## config.mk

```make
export PLATFORM = sky130hd
export DESIGN_NAME = text_line_number_and_escape_filter_top
export DESIGN_NICKNAME = d
export VERILOG_FILES = /design/src/sv/tlef_pkg.sv /design/src/sv/tlef_front.sv /design/src/sv/tlef_queue.sv /design/src/sv/tlef_back.sv /design/src/sv/text_line_number_and_escape_filter_top.sv
export VERILOG_INCLUDE_DIRS = /design/src /design/src/sv
export SDC_FILE = /design/constraint.sdc
export NUM_CORES = 1
export LEC_CHECK = 0
export BUFFER_PORTS_ARGS = -buffer_cell sky130_fd_sc_hd__buf_4
export CORE_MARGIN = 2
export CORE_UTILIZATION = 45
export DETAILED_ROUTE_END_ITERATION = 16
export SETUP_SLACK_MARGIN = 0.2
export SYNTH_ARGS = -nofsm -noshare
export SYNTH_HDL_FRONTEND = slang
export SYNTH_SLANG_ARGS = --single-unit
```

## constraint.sdc

```tcl
create_clock -name clk -period 3.3 [get_ports clk]
set_input_delay 0.33 -clock clk [delete_from_list [all_inputs] [get_ports clk]]
set_output_delay 0.33 -clock clk [all_outputs]
set_load 0.05 [all_outputs]
```

## src/sv/text_line_number_and_escape_filter_top_macros.svh

```systemverilog
// Assertion macros shared by the filter's RTL
`ifndef TEXT_LINE_NUMBER_AND_ESCAPE_FILTER_TOP_MACROS_SVH
`define TEXT_LINE_NUMBER_AND_ESCAPE_FILTER_TOP_MACROS_SVH

// Check that a condition holds in the same cycle as its trigger
`define TLEF_ASSERT_SAME(lbl, trig, cond, msg) \
	lbl: assert property (@(posedge clk) disable iff (!arst_n) (trig) |-> (cond)) \
		else $error(msg);

// Check that a condition holds in the cycle after its trigger
`define TLEF_ASSERT_NEXT(lbl, trig, cond, msg) \
	lbl: assert property (@(posedge clk) disable iff (!arst_n) (trig) |=> (cond)) \
		else $error(msg);

`endif

```

## src/sv/tlef_pkg.sv

```systemverilog
// Shared types and constants of the text line-number and escape filter
`timescale 1ns / 1ps
`default_nettype none
package tlef_pkg;

	localparam int NUMBER_DIGITS_DEF = 6;
	localparam int QUEUE_DEPTH_DEF   = 2;

	localparam logic [7:0] CH_TAB      = 8'h09;
	localparam logic [7:0] CH_NL       = 8'h0A;
	localparam logic [7:0] CH_CARET    = 8'h5E;
	localparam logic [7:0] CH_I        = 8'h49;
	localparam logic [7:0] CH_DOLLAR   = 8'h24;
	localparam logic [7:0] CH_SPACE    = 8'h20;
	localparam logic [7:0] CH_ZERO     = 8'h30;
	localparam logic [7:0] CTRL_MAX    = 8'd31;
	localparam logic [7:0] CTRL_OFFSET = 8'd64;
	localparam logic [1:0] RUN_MAX     = 2'd3;
	localparam logic [3:0] BCD_NINE    = 4'd9;

	localparam int CFG_INDEX_W = 3;

	typedef enum logic [CFG_INDEX_W-1:0] {
		CFG_NUMBER_NONBLANK  = 3'd0,
		CFG_NUMBER_ALL       = 3'd1,
		CFG_SQUEEZE_BLANK    = 3'd2,
		CFG_SHOW_TABS        = 3'd3,
		CFG_SHOW_NONPRINTING = 3'd4,
		CFG_SHOW_ENDS        = 3'd5
	} cfg_idx_t;

	typedef struct packed {
		logic number_nonblank;
		logic number_all;
		logic squeeze_blank;
		logic show_tabs;
		logic show_nonprinting;
		logic show_ends;
	} cfg_t;

	// Rendering job for one accepted byte; the line number travels beside it
	typedef struct packed {
		logic       num_en;
		logic       two;
		logic [7:0] b0;
		logic [7:0] b1;
	} job_t;

	typedef struct packed {
		logic full;
		logic empty;
	} q_stat_t;

endpackage
`default_nettype wire

```

## src/sv/tlef_front.sv

```systemverilog
// Front end: accepts bytes, tracks line state and builds rendering jobs
`timescale 1ns / 1ps
`default_nettype none
module tlef_front #(
	parameter int NUMBER_DIGITS = tlef_pkg::NUMBER_DIGITS_DEF
) (
	input  wire logic                         clk,
	input  wire logic                         arst_n,
	input  wire tlef_pkg::cfg_t               cfg,
	input  wire logic                         in_valid,
	output logic                              in_ready,
	input  wire logic [7:0]                   text_byte,
	input  wire logic                         file_start,
	input  wire tlef_pkg::q_stat_t            q_stat,
	output logic                              push,
	output tlef_pkg::job_t                    push_job,
	output logic [4*NUMBER_DIGITS-1:0]        push_bcd
);
	import tlef_pkg::*;

	localparam int BW = 4 * NUMBER_DIGITS;

	logic [BW-1:0] bcd_q;
	logic          at_line_start_q;
	logic [1:0]    run_q;

	logic          als;
	logic [1:0]    run_cur;
	logic [1:0]    run_nxt;
	logic          is_nl;
	logic          tab_shown;
	logic          ctrl_shown;
	logic          squeezed;
	logic          accept;
	logic          all_nines;
	logic          carry;
	logic [3:0]    dig;
	logic [BW-1:0] bcd_inc;

	// Classify the incoming byte against the line state
	always_comb begin
		als       = file_start | at_line_start_q;
		run_cur   = file_start ? 2'd0 : run_q;
		is_nl     = (text_byte == CH_NL);
		tab_shown = cfg.show_tabs && (text_byte == CH_TAB);
		ctrl_shown = cfg.show_nonprinting && (text_byte inside {[8'd1:CTRL_MAX]})
			&& (text_byte != CH_TAB) && !is_nl;
		if (!is_nl)
			run_nxt = 2'd0;
		else if (run_cur == RUN_MAX)
			run_nxt = RUN_MAX;
		else
			run_nxt = run_cur + 2'd1;
		squeezed = is_nl && cfg.squeeze_blank && (run_nxt == RUN_MAX);
	end

	// Saturating BCD increment, one digit carry per step
	always_comb begin
		all_nines = 1'b1;
		carry     = 1'b1;
		bcd_inc   = bcd_q;
		for (int i = 0; i < NUMBER_DIGITS; i++) begin
			dig = bcd_q[4*i +: 4];
			if (dig != BCD_NINE)
				all_nines = 1'b0;
			if (carry) begin
				if (dig >= BCD_NINE) begin
					bcd_inc[4*i +: 4] = 4'd0;
				end else begin
					bcd_inc[4*i +: 4] = dig + 4'd1;
					carry = 1'b0;
				end
			end
		end
		if (all_nines)
			bcd_inc = bcd_q;
	end

	// Build the job for the back end
	always_comb begin
		push_job.num_en = als && (cfg.number_nonblank ? !is_nl : cfg.number_all);
		if (tab_shown) begin
			push_job.two = 1'b1;
			push_job.b0  = CH_CARET;
			push_job.b1  = CH_I;
		end else if (ctrl_shown) begin
			push_job.two = 1'b1;
			push_job.b0  = CH_CARET;
			push_job.b1  = text_byte + CTRL_OFFSET;
		end else if (is_nl && cfg.show_ends) begin
			push_job.two = 1'b1;
			push_job.b0  = CH_DOLLAR;
			push_job.b1  = text_byte;
		end else begin
			push_job.two = 1'b0;
			push_job.b0  = text_byte;
			push_job.b1  = text_byte;
		end
		push_bcd = push_job.num_en ? bcd_inc : bcd_q;
	end

	assign in_ready = !q_stat.full;
	assign accept   = in_valid && in_ready;
	assign push     = accept && !squeezed;

	// Advance line state on each transfer
	always_ff @(posedge clk or negedge arst_n) begin
		if (!arst_n) begin
			bcd_q           <= '0;
			at_line_start_q <= 1'b1;
			run_q           <= 2'd0;
		end else if (accept) begin
			run_q <= run_nxt;
			if (squeezed) begin
				at_line_start_q <= als;
			end else begin
				at_line_start_q <= is_nl;
				if (push_job.num_en)
					bcd_q <= bcd_inc;
			end
		end
	end

endmodule
`default_nettype wire

```

## src/sv/tlef_queue.sv

```systemverilog
// Short job queue between front and back ends
`timescale 1ns / 1ps
`default_nettype none
module tlef_queue #(
	parameter int WIDTH = 8,
	parameter int DEPTH = tlef_pkg::QUEUE_DEPTH_DEF
) (
	input  wire logic              clk,
	input  wire logic              arst_n,
	input  wire logic              push,
	input  wire logic [WIDTH-1:0]  push_data,
	input  wire logic              pop,
	output logic [WIDTH-1:0]       head_data,
	output tlef_pkg::q_stat_t      q_stat
);
	import tlef_pkg::*;

	localparam int PW = (DEPTH > 1) ? $clog2(DEPTH) : 1;
	localparam int CW = $clog2(DEPTH + 1);
	localparam logic [PW-1:0] PTR_LAST = PW'(DEPTH - 1);
	localparam logic [CW-1:0] CNT_FULL = CW'(DEPTH);

	logic [WIDTH-1:0] mem_q [DEPTH];
	logic [PW-1:0]    wr_ptr_q;
	logic [PW-1:0]    rd_ptr_q;
	logic [CW-1:0]    count_q;
	logic             do_push;
	logic             do_pop;

	assign q_stat.full  = (count_q == CNT_FULL);
	assign q_stat.empty = (count_q == '0);
	assign do_push      = push && !q_stat.full;
	assign do_pop       = pop && !q_stat.empty;
	assign head_data    = mem_q[rd_ptr_q];

	// Hold entries
	always_ff @(posedge clk) begin
		if (do_push)
			mem_q[wr_ptr_q] <= push_data;
	end

	// Advance pointers and fill count
	always_ff @(posedge clk or negedge arst_n) begin
		if (!arst_n) begin
			wr_ptr_q <= '0;
			rd_ptr_q <= '0;
			count_q  <= '0;
		end else begin
			if (do_push)
				wr_ptr_q <= (wr_ptr_q == PTR_LAST) ? '0 : wr_ptr_q + PW'(1);
			if (do_pop)
				rd_ptr_q <= (rd_ptr_q == PTR_LAST) ? '0 : rd_ptr_q + PW'(1);
			if (do_push && !do_pop)
				count_q <= count_q + CW'(1);
			else if (do_pop && !do_push)
				count_q <= count_q - CW'(1);
		end
	end

endmodule
`default_nettype wire

```

## src/sv/tlef_back.sv

```systemverilog
// Back end: expands one job into its output bytes, one per cycle while out_ready is high
`timescale 1ns / 1ps
`default_nettype none
module tlef_back #(
	parameter int NUMBER_DIGITS = tlef_pkg::NUMBER_DIGITS_DEF
) (
	input  wire logic                         clk,
	input  wire logic                         arst_n,
	input  wire tlef_pkg::q_stat_t            q_stat,
	input  wire tlef_pkg::job_t               head_job,
	input  wire logic [4*NUMBER_DIGITS-1:0]   head_bcd,
	output logic                              pop,
	output logic                              out_valid,
	input  wire logic                         out_ready,
	output logic [7:0]                        out_char,
	output logic                              last_of_run
);
	import tlef_pkg::*;

	localparam int BW = 4 * NUMBER_DIGITS;
	localparam int PW = $clog2(NUMBER_DIGITS + 3);
	localparam logic [PW-1:0] POS_LAST_DIG = PW'(NUMBER_DIGITS - 1);
	localparam logic [PW-1:0] POS_TAB      = PW'(NUMBER_DIGITS);
	localparam logic [PW-1:0] POS_B0       = PW'(NUMBER_DIGITS + 1);
	localparam logic [PW-1:0] POS_B1       = PW'(NUMBER_DIGITS + 2);

	job_t          cur_q;
	logic          cur_valid_q;
	logic [BW-1:0] num_q;
	logic          leading_q;
	logic [PW-1:0] pos_q;
	logic          out_valid_q;
	logic [7:0]    out_char_q;
	logic          last_q;

	logic [3:0]    top_dig;
	logic [7:0]    ch;
	logic          ch_last;
	logic          adv;

	// Select the byte at the current position
	always_comb begin
		top_dig = num_q[BW-1 -: 4];
		ch_last = ((pos_q == POS_B0) && !cur_q.two) || (pos_q == POS_B1);
		if (pos_q < POS_TAB)
			ch = (leading_q && (top_dig == 4'd0) && (pos_q != POS_LAST_DIG))
				? CH_SPACE : (CH_ZERO + {4'd0, top_dig});
		else if (pos_q == POS_TAB)
			ch = CH_TAB;
		else if (pos_q == POS_B0)
			ch = cur_q.b0;
		else
			ch = cur_q.b1;
	end

	assign adv = cur_valid_q && (!out_valid_q || out_ready);
	assign pop = !q_stat.empty && (!cur_valid_q || (adv && ch_last));

	// Step through the current job and load the next one
	always_ff @(posedge clk or negedge arst_n) begin
		if (!arst_n) begin
			cur_valid_q <= 1'b0;
			pos_q       <= '0;
			leading_q   <= 1'b1;
		end else begin
			if (pop) begin
				cur_valid_q <= 1'b1;
				pos_q       <= head_job.num_en ? '0 : POS_B0;
				leading_q   <= 1'b1;
			end else if (adv) begin
				if (ch_last) begin
					cur_valid_q <= 1'b0;
				end else begin
					pos_q <= pos_q + PW'(1);
					if (pos_q < POS_TAB)
						leading_q <= leading_q && (top_dig == 4'd0);
				end
			end
		end
	end

	// Job payload and digit shifter
	always_ff @(posedge clk) begin
		if (pop) begin
			cur_q <= head_job;
			num_q <= head_bcd;
		end else if (adv && (pos_q < POS_TAB)) begin
			num_q <= num_q << 4;
		end
	end

	// Output register
	always_ff @(posedge clk or negedge arst_n) begin
		if (!arst_n)
			out_valid_q <= 1'b0;
		else if (adv)
			out_valid_q <= 1'b1;
		else if (out_ready)
			out_valid_q <= 1'b0;
	end

	always_ff @(posedge clk) begin
		if (adv) begin
			out_char_q <= ch;
			last_q     <= ch_last;
		end
	end

	assign out_valid   = out_valid_q;
	assign out_char    = out_char_q;
	assign last_of_run = last_q;

endmodule
`default_nettype wire

```

## src/sv/text_line_number_and_escape_filter_top.sv

```systemverilog
// Top level of the text line-number and escape filter
//
//  channel | signals                                      | role
//  --------+----------------------------------------------+-----------------------------
//  in      | in_valid, in_ready, text_byte, file_start    | one text byte per transfer
//  out     | out_valid, out_ready, out_char, last_of_run  | one rendered byte per transfer
//  cfg     | cfg_valid, cfg_ready, cfg_index, cfg_data    | mode bit write, always ready
//
// The back end emits one byte per cycle while out_ready is high; a byte yields one output
// byte as plain text and up to NUMBER_DIGITS + 3 as a numbered escaped byte.
// A job queue of QUEUE_DEPTH entries lets input transfers continue while a long
// expansion drains; plain text flows at one byte per cycle while out_ready is high.
// Reset clears the line number, line state, queue and output valid flag at once; there is
// no clearing pass. Squeezed newlines are accepted and produce no output.
`timescale 1ns / 1ps
`default_nettype none
module text_line_number_and_escape_filter_top #(
	parameter int NUMBER_DIGITS = tlef_pkg::NUMBER_DIGITS_DEF,
	parameter int QUEUE_DEPTH   = tlef_pkg::QUEUE_DEPTH_DEF
) (
	input  wire logic                             clk,
	input  wire logic                             arst_n,
	input  wire logic                             in_valid,
	output logic                                  in_ready,
	input  wire logic [7:0]                       text_byte,
	input  wire logic                             file_start,
	output logic                                  out_valid,
	input  wire logic                             out_ready,
	output logic [7:0]                            out_char,
	output logic                                  last_of_run,
	input  wire logic                             cfg_valid,
	output logic                                  cfg_ready,
	input  wire logic [tlef_pkg::CFG_INDEX_W-1:0] cfg_index,
	input  wire logic                             cfg_data
);
	import tlef_pkg::*;
	`include "text_line_number_and_escape_filter_top_macros.svh"

	localparam int BW = 4 * NUMBER_DIGITS;
	localparam int JW = $bits(job_t);
	localparam int QW = JW + BW;

	cfg_t          cfg_q;
	q_stat_t       q_stat;
	logic          push;
	job_t          push_job;
	logic [BW-1:0] push_bcd;
	logic          pop;
	logic [QW-1:0] head_data;
	job_t          head_job;
	logic [BW-1:0] head_bcd;

	// Mode registers
	assign cfg_ready = 1'b1;

	always_ff @(posedge clk or negedge arst_n) begin
		if (!arst_n) begin
			cfg_q <= '0;
		end else if (cfg_valid && cfg_ready) begin
			case (cfg_index)
				CFG_NUMBER_NONBLANK:  cfg_q.number_nonblank  <= cfg_data;
				CFG_NUMBER_ALL:       cfg_q.number_all       <= cfg_data;
				CFG_SQUEEZE_BLANK:    cfg_q.squeeze_blank    <= cfg_data;
				CFG_SHOW_TABS:        cfg_q.show_tabs        <= cfg_data;
				CFG_SHOW_NONPRINTING: cfg_q.show_nonprinting <= cfg_data;
				CFG_SHOW_ENDS:        cfg_q.show_ends        <= cfg_data;
				default: ;
			endcase
		end
	end

	tlef_front #(
		.NUMBER_DIGITS(NUMBER_DIGITS)
	) u_front (
		.clk        (clk),
		.arst_n     (arst_n),
		.cfg        (cfg_q),
		.in_valid   (in_valid),
		.in_ready   (in_ready),
		.text_byte  (text_byte),
		.file_start (file_start),
		.q_stat     (q_stat),
		.push       (push),
		.push_job   (push_job),
		.push_bcd   (push_bcd)
	);

	tlef_queue #(
		.WIDTH(QW),
		.DEPTH(QUEUE_DEPTH)
	) u_queue (
		.clk       (clk),
		.arst_n    (arst_n),
		.push      (push),
		.push_data ({push_bcd, push_job}),
		.pop       (pop),
		.head_data (head_data),
		.q_stat    (q_stat)
	);

	assign head_job = head_data[JW-1:0];
	assign head_bcd = head_data[QW-1:JW];

	tlef_back #(
		.NUMBER_DIGITS(NUMBER_DIGITS)
	) u_back (
		.clk         (clk),
		.arst_n      (arst_n),
		.q_stat      (q_stat),
		.head_job    (head_job),
		.head_bcd    (head_bcd),
		.pop         (pop),
		.out_valid   (out_valid),
		.out_ready   (out_ready),
		.out_char    (out_char),
		.last_of_run (last_of_run)
	);

	// A queue can never report full and empty together
	`TLEF_ASSERT_SAME(a_queue_stat, q_stat.full, !q_stat.empty, "queue full and empty")
	// The back end pops only what the queue holds
	`TLEF_ASSERT_SAME(a_pop_nonempty, pop, !q_stat.empty, "pop from empty queue")
	// A run continues without a gap once its first byte is taken
	`TLEF_ASSERT_NEXT(a_run_gapless, out_valid && out_ready && !last_of_run, out_valid,
		"gap inside an output run")

endmodule
`default_nettype wire
```

==> results.sh, run 1 <==
export IMPL_outcome="completed"
export IMPL_num_antenna_cells=0
export IMPL_ys_ff_latch=178
export IMPL_power_uw=7500
export IMPL_drive_above_1_share_pct=20.0
export IMPL_whs_ns=0.132
export IMPL_clk_latency_ns=0.43
export IMPL_use_met2_pct=26.2
export IMPL_synth_warnings=0
export IMPL_ir_drop_mv=0.496
export IMPL_vias=4998
export IMPL_routed_wl_um=15900
export IMPL_synth_area_per_cell_um2=12.9
export IMPL_p_switching_uw=2390
export IMPL_leakage_uw=0.00362
export IMPL_synth_top_area_share_pct=49.0
export IMPL_grt_use_total_pct=17.3
export IMPL_htree_num_levels=4
export IMPL_slew_violations=0
export IMPL_clk_pin_slew_ns=0.07
export IMPL_final_min_clock_period_ns=2.75
export IMPL_cts_resized=0
export IMPL_clk_path_buf_depth=2
export IMPL_drt_iter0_drc=417
export IMPL_rrSetupSlack_ns=0.55
export IMPL_initial_core_util_pct=45.8
export IMPL_port_buffers=28
export IMPL_numCtsBuffers=17
export IMPL_rsz0062_at_grt="no"
export IMPL_antenna_found_initial=0
export IMPL_min_path_cells=1
export IMPL_drc=0
export IMPL_synth_commonest_cells="edfxtp_1, nand2_1, mux2_2, nor2_1, dfrtp_1"
export IMPL_synth_edf_count=134
export IMPL_p_clk_share_pct=27.5
export IMPL_final_period_utilization_pct=83.4
export IMPL_rows=49
export IMPL_nets=709
export IMPL_postCtsSetupBuffers=0
export IMPL_switching_share_pct=31.9
export IMPL_synth_area_leaders="edfxtp_1, dfrtp_1, mux2_2, ha_1, mux2i_1"
export IMPL_seq_power_share_pct=47.0
export IMPL_grt_pass1_wl_um=26000
export IMPL_synth_nets=679
export IMPL_grt_pass1_vias=4864
export IMPL_final_antenna_net_count=0
export IMPL_slew_headroom_pct=50.1
export IMPL_max_cap_viol_count=0
export IMPL_grt_overflow_total=0
export IMPL_r2r_end="u_queue.mem_q[1][30]"
export IMPL_r2r_start="u_front.bcd_q[1]"
export IMPL_fmax_mhz=363
export IMPL_yosysMostFrequentCell="edfxtp_1"
export IMPL_hpwl_um=10900
export IMPL_io_pins=30
export IMPL_coreArea_um2=18000
export IMPL_p_per_area_nw_per_um2=806
export IMPL_hold_path_startpoint="text_byte[5]"
export IMPL_worstPathRequired_ns=3.47
export IMPL_root_buffer="clkbuf_16"
export IMPL_top_usage_layer="met2"
export IMPL_cp_max_fo=18
export IMPL_synth_area_um2=8220
export IMPL_path_class="reg2reg"
export IMPL_wire_per_inst_um=17.5
export IMPL_dr_pass1_iters=5
export IMPL_dieArea_um2=19400
export IMPL_hold_violations=0
export IMPL_fin_ws_ns=0.547
export IMPL_numClockSinks=178
export IMPL_p_int_uw=5110
export IMPL_grt_max_degree=45
export IMPL_postSynthCellCount=636
export IMPL_synth_ff_type="edfxtp_1"
export IMPL_ys_types=73
export IMPL_hold_end="u_queue.mem_q[0][5]"
export IMPL_dp_slack_ns=0.620
export IMPL_pwr_share_comb_pct=25.5
export IMPL_min_path_type="in2reg"
export IMPL_skew_ns=0.0103
export IMPL_cp_arrival_ns=2.92
export IMPL_tns_ns=0
export IMPL_ys_async_sr_fraction_pct=24.7
export IMPL_gp_congestion=0.871
export IMPL_syn_to_final_growth_pct=13.3
export IMPL_cts_tree="done"
export IMPL_gr_usage_met3_pct=4.01
export IMPL_tightest_slew_ns=0.749
export IMPL_setup_viol=0
export IMPL_die_h_um=139
export IMPL_reg2reg_depth=7
export IMPL_vias_per_cell=5.50
export IMPL_use_met1_pct=25.1
export IMPL_start_kind="flip-flop"
export IMPL_die_x_um=139
export IMPL_yosysTopAreaCell="edfxtp_1"
export IMPL_end_kind="flip-flop"
export IMPL_ys_seq_area_share_pct=62.4
-- stage by stage --
stage               instance area, um^2  util [%]  instances
global placement                   8700      48.4        875
finish                             9310      51.8        908
floorplan                          8230         -        636
global route                       9310      51.8        908
CTS                                9310      51.8        908
detailed placement                 8700      48.4        875
-- flip-flops by register name, summed over array words and instances, names as in the netlist, 4 cells and up --
register         count
cfg_q                6
u_back.cur_q        17
u_back.pos_q         4
u_queue.mem_q       84
u_back.out_char      8
u_front.bcd_q       24
u_back.num_q        24
-- power by group through the flow --
stage | logic (uW) | clock network, uW | registers, uW
6_report | 1910 | 2060 | 3530
3_5_place_dp | 1920 | 0 | 3580
3_3_place_gp | 1890 | 0 | 3550
5_1_grt | 2110 | 2190 | 3600
4_1_cts | 1930 | 2100 | 3540
2_1_floorplan | 1310 | 0 | 3570
-- layer usage --
| metal | share of wire, % | vias to the layer above | wire length [um] |
|---|---|---|---|
| met2 | 46 | 123 | 7230 |
| met3 | 4.4 | 14 | 695 |
| met4 | 1.2 | 0 | 198 |
| met1 | 49 | 2430 | 7730 |
| met5 | 0 | - | 0 |
| li1 | - | 2431 | - |
-- timing repair --
| item | CTS | global route |
|---|---|---|
| hold buffers | 1 | 0 |
| endpoints found under the hold margin | 42 | 0 |
| setup endpoints to repair | 0 | 0 |
-- critical path, cell delays in order (launching register included) --
cell and delay [ns]:
dfrtp_1 0.40, inv_1 0.14, ha_1 0.18, nand2_1 0.05
or4b_1 0.54, o21ai_2 0.63, nor3_1 0.22, mux2_2 0.34
-- worst max path at each step --
stage,end,slack [ns],startpoint,cells past startpoint
2_1_floorplan,u_back.num_q[0],0.34,u_back.pos_q[1],8
3_3_place_gp,u_queue.mem_q[0][35],0.66,u_front.bcd_q[1],7
3_5_place_dp,u_queue.mem_q[1][31],0.62,text_byte[6],9
4_1_cts,u_queue.mem_q[1][30],0.60,u_front.bcd_q[1],7
5_1_grt,u_queue.mem_q[1][34],0.36,u_front.bcd_q[17],7
6_report,u_queue.mem_q[1][30],0.55,u_front.bcd_q[1],7
-- kinds of logic (layout without fill, tap and decap cells) --
group	count (synthesis)	in the layout	share of synthesized area (%)
flip-flops	178	178	62.4
other	1	1	0.0456
multiplexers	74	74	9.68
AO/OA/AOI/OAI	105	105	8.36
XOR/XNOR	5	5	0.533
AND/OR/NAND/NOR	194	194	12.6
buffers and inverters	54	97	2.59
adder cells (fa/ha/maj)	25	25	3.81
-- area by class of cell --
cell class | count | area, um^2
Sequential cell | 178 | 5130
Fill cell | 1549 | 8650
Multi-Input combinational cell | 404 | 2900
Timing Repair Buffer | 40 | 303
Tap cell | 229 | 287
Clock inverter | 14 | 178
Clock buffer | 18 | 429
Inverter | 25 | 93.8
-- cell usage in the layout (no fill, tap or decap), types with 5 or more instances in the layout --
cell | netlist | layout
nand3b_1 | 6 | 6
o211ai_1 | 5 | 5
buf_4 | 1 | 39
o21ai_0 | 32 | 32
o31ai_1 | 9 | 9
clkbuf_16 | 0 | 17
mux2_2 | 44 | 44
nand2b_1 | 8 | 8
nand3_1 | 13 | 13
edfxtp_1 | 134 | 134
clkinv_4 | 0 | 5
dfrtp_1 | 42 | 41
inv_1 | 25 | 25
and2_1 | 8 | 7
nor2_1 | 44 | 43
mux2i_1 | 30 | 30
a21oi_1 | 15 | 15
nand2_1 | 59 | 59
a31oi_1 | 9 | 9
nor3_1 | 9 | 9
ha_1 | 25 | 25
No activity file was read; power rests on OpenSTA's default activity.
==> run 2, diff against run 1 <==
- ABC_AREA: unset -> 1
- clock period: 3.3 -> 2.8 ns (I/O delays scaled with it)
==> run 2 against run 1 <==
Net effect:
- cell count is 23% higher
- synthesized cell count is 32% higher
- highest routed layer unchanged
- largest cell class unchanged
- die area is 0.50% higher
- critical endpoint is now u_back.num_q[21]
- via count is 11% higher
- sequential share of layout area is 0.19 points lower
==> results.sh, run 2 <==
export IMPL_ys_async_sr_fraction_pct=24.7
export IMPL_path_common_cell="nand2_2"
export IMPL_synth_top_family_by_area="simple AND/OR/NAND/NOR gates"
export IMPL_rsz0062_at_grt="no"
export IMPL_synth_warnings=0
export IMPL_m1WireLength_um=8090
export IMPL_gp_congestion=0.852
export IMPL_r2r_start="u_back.pos_q[0]"
export IMPL_coreArea_um2=18000
export IMPL_dieArea_um2=19500
export IMPL_htree_num_levels=4
export IMPL_postSynthCellCount=841
export IMPL_slew_headroom_pct=56.5
export IMPL_wl_met2_um=7740
export IMPL_path_cells="ha_1 -> nand3_4 -> o21ai_4 -> nand2_2 -> nand2_2 -> nand2_4 -> clkinv_2 -> buf_4 -> nor2_1 -> a31oi_1"
export IMPL_critPathMaxStageDelay_ns=0.41
export IMPL_final_common_cell="nand2_1"
export IMPL_drc=0
export IMPL_synth_nets=884
export IMPL_clk_path_buf_depth=2
export IMPL_vias=5556
export IMPL_cp_slowest_cell="dfrtp_1"
export IMPL_grt_max_degree=45
export IMPL_yosys_area_share_simple_pct=22.5
export IMPL_num_antenna_cells=0
export IMPL_wl_met3_um=742
export IMPL_leakage_uw=0.00402
export IMPL_fillCellCount=1596
export IMPL_drive_above_1_share_pct=11.1
export IMPL_ys_types=41
export IMPL_dr_pass1_iters=5
export IMPL_worstPathRequired_ns=2.97
export IMPL_crit_buf_inv=2
export IMPL_numClockSinks=178
export IMPL_port_buffers=28
export IMPL_numCtsBuffers=17
export IMPL_rows=49
export IMPL_initial_core_util_pct=46.0
export IMPL_slew_violations=0
export IMPL_synth_area_um2=8260
export IMPL_synth_edf_count=134
export IMPL_dr_max_layer_used="met4"
export IMPL_largestRegisters="u_queue.mem_q: 84 flops, u_back.num_q: 24 flops, u_front.bcd_q: 24 flops"
export IMPL_rrSetupSlack_ns=0.52
export IMPL_yosysTopAreaCell="edfxtp_1"
export IMPL_routed_wl_um=16800
export IMPL_io_pins=30
export IMPL_synth_top_area_share_pct=48.7
export IMPL_grt_pass1_wl_um=28000
export IMPL_synth_compound_area_share_pct=5.53
export IMPL_syn_to_final_growth_pct=13.1
export IMPL_yosysMostFrequentCell="nand2_1"
export IMPL_mostFrequentLayoutCells="nand2_1, edfxtp_1, nor2_1, inv_1, nand3_1"
export IMPL_reg2reg_depth=10
export IMPL_cp_arrival_ns=2.45
export IMPL_largest_register="u_queue.mem_q"
export IMPL_clk_latency_ns=0.42
export IMPL_tightest_slew_ns=0.653
export IMPL_grt_use_total_pct=18.4
export IMPL_final_period_utilization_pct=81.5
export IMPL_r2r_end="u_back.num_q[21]"
export IMPL_final_min_clock_period_ns=2.28
export IMPL_synth_xor_area_share_pct=0.848
export IMPL_grt_pass1_vias=5453
export IMPL_cts_resized=0
export IMPL_hpwl_um=11300
export IMPL_end_kind="flip-flop"
export IMPL_cp_num_cells=10
export IMPL_min_path_type="in2reg"
export IMPL_largest_register_ffs=84
export IMPL_wire_per_inst_um=15.0
export IMPL_grt_overflow_total=0
export IMPL_setup_viol=0
export IMPL_path_class="reg2reg"
export IMPL_synth_area_mux_share_pct=0.121
export IMPL_die_h_um=139
export IMPL_synth_fa_ha_area_share_pct=3.79
export IMPL_cp_top_family="buffers and inverters"
export IMPL_cts_tree="done"
export IMPL_cp_max_fo=28
export IMPL_p_per_area_nw_per_um2=1100
export IMPL_ys_seq_area_share_pct=62.1
export IMPL_drt_iter0_drc=414
export IMPL_hold_violations=0
export IMPL_hold_end="u_queue.mem_q[0][5]"
export IMPL_ir_drop_mv=0.673
export IMPL_skew_ns=0.00993
export IMPL_tns_ns=0
export IMPL_vias_per_cell=4.99
export IMPL_fmax_mhz=438
export IMPL_start_kind="flip-flop"
export IMPL_min_path_cells=1
export IMPL_synth_ff_type="edfxtp_1"
export IMPL_nets=915
export IMPL_antenna_found_initial=0
export IMPL_clk_pin_slew_ns=0.07
export IMPL_final_antenna_net_count=0
export IMPL_ys_ff_latch=178
export IMPL_max_cap_viol_count=0
export IMPL_synth_area_per_cell_um2=9.82
export IMPL_outcome="completed"
export IMPL_die_x_um=139
export IMPL_root_buffer="clkbuf_16"
export IMPL_whs_ns=0.0482
export IMPL_synth_area_leaders="edfxtp_1, nand2_1, dfrtp_1, ha_1, nor2_1"
export IMPL_synth_commonest_cells="nand2_1, edfxtp_1, nor2_1"
export IMPL_hold_path_startpoint="text_byte[5]"
run 2: repair_timing:
action / 4_1_cts / 5_1_grt
endpoints found under the hold margin: 42 / 0
hold buffers: 1 / 0
setup buffers: 0 / 0
run 2: how the worst max path moves through the flow:
stage                     slack (ns)             endpoint             from
after floorplan                 0.23  u_queue.mem_q[1][0]     text_byte[6]
after global placement          0.56   u_queue.count_q[1]     text_byte[7]
after detailed placement        0.50     u_back.num_q[21]  u_back.pos_q[0]
after CTS                       0.49     u_back.num_q[21]  u_back.pos_q[0]
after global routing            0.29      u_back.num_q[5]  u_back.pos_q[0]
final                           0.52     u_back.num_q[21]  u_back.pos_q[0]
run 2: metal layers:
layer | vias up | GRT usage (%)
met1 | 2573 | 26.5
met3 | 14 | 3.68
li1 | 2844 | -
met2 | 125 | 28.4
met4 | 0 | 5.64
met5 | - | 0
run 2: area by class of cell:
| type | count | area (um^2) | share of cell area [%] |
|---|---|---|---|
| multi-input cells | 562 | 2730 | 29.2 |
| clock inverters | 15 | 166 | 1.78 |
| repair buffers | 41 | 335 | 3.59 |
| clock buffers | 17 | 425 | 4.55 |
| well taps | 229 | 287 | 3.07 |
| inverters | 72 | 272 | 2.91 |
| flip-flops and latches | 178 | 5130 | 54.9 |
run 2: where the power goes:
group | switching, uW | total, uW | internal [uW]
registers | 414 | 4670 | 4250
logic | 2330 | 3300 | 976
clock network | 1080 | 2350 | 1270
run 2: cell families after synthesis:
| family | after synthesis |
|---|---|
| and+or+nand+nor | 450 |
| DFF | 178 |
| buffers and inverters | 101 |
| AOI/OAI and AO/OA | 77 |
| adders and majority gates | 25 |
| xor gates and xnor gates | 8 |
| other | 1 |
| muxes | 1 |
run 2: stage by stage:
step	instances	setup slack [ns]	cell area, um^2	util [%]	power, uW
floorplan	841	0.230	8270	-	7000
global placement	1081	0.556	8740	48.7	8000
detailed placement	1081	0.502	8740	48.7	8050
CTS	1114	0.491	9340	52.0	10400
global route	1114	0.292	9340	52.0	11000
finish	1114	0.518	9340	52.0	10300
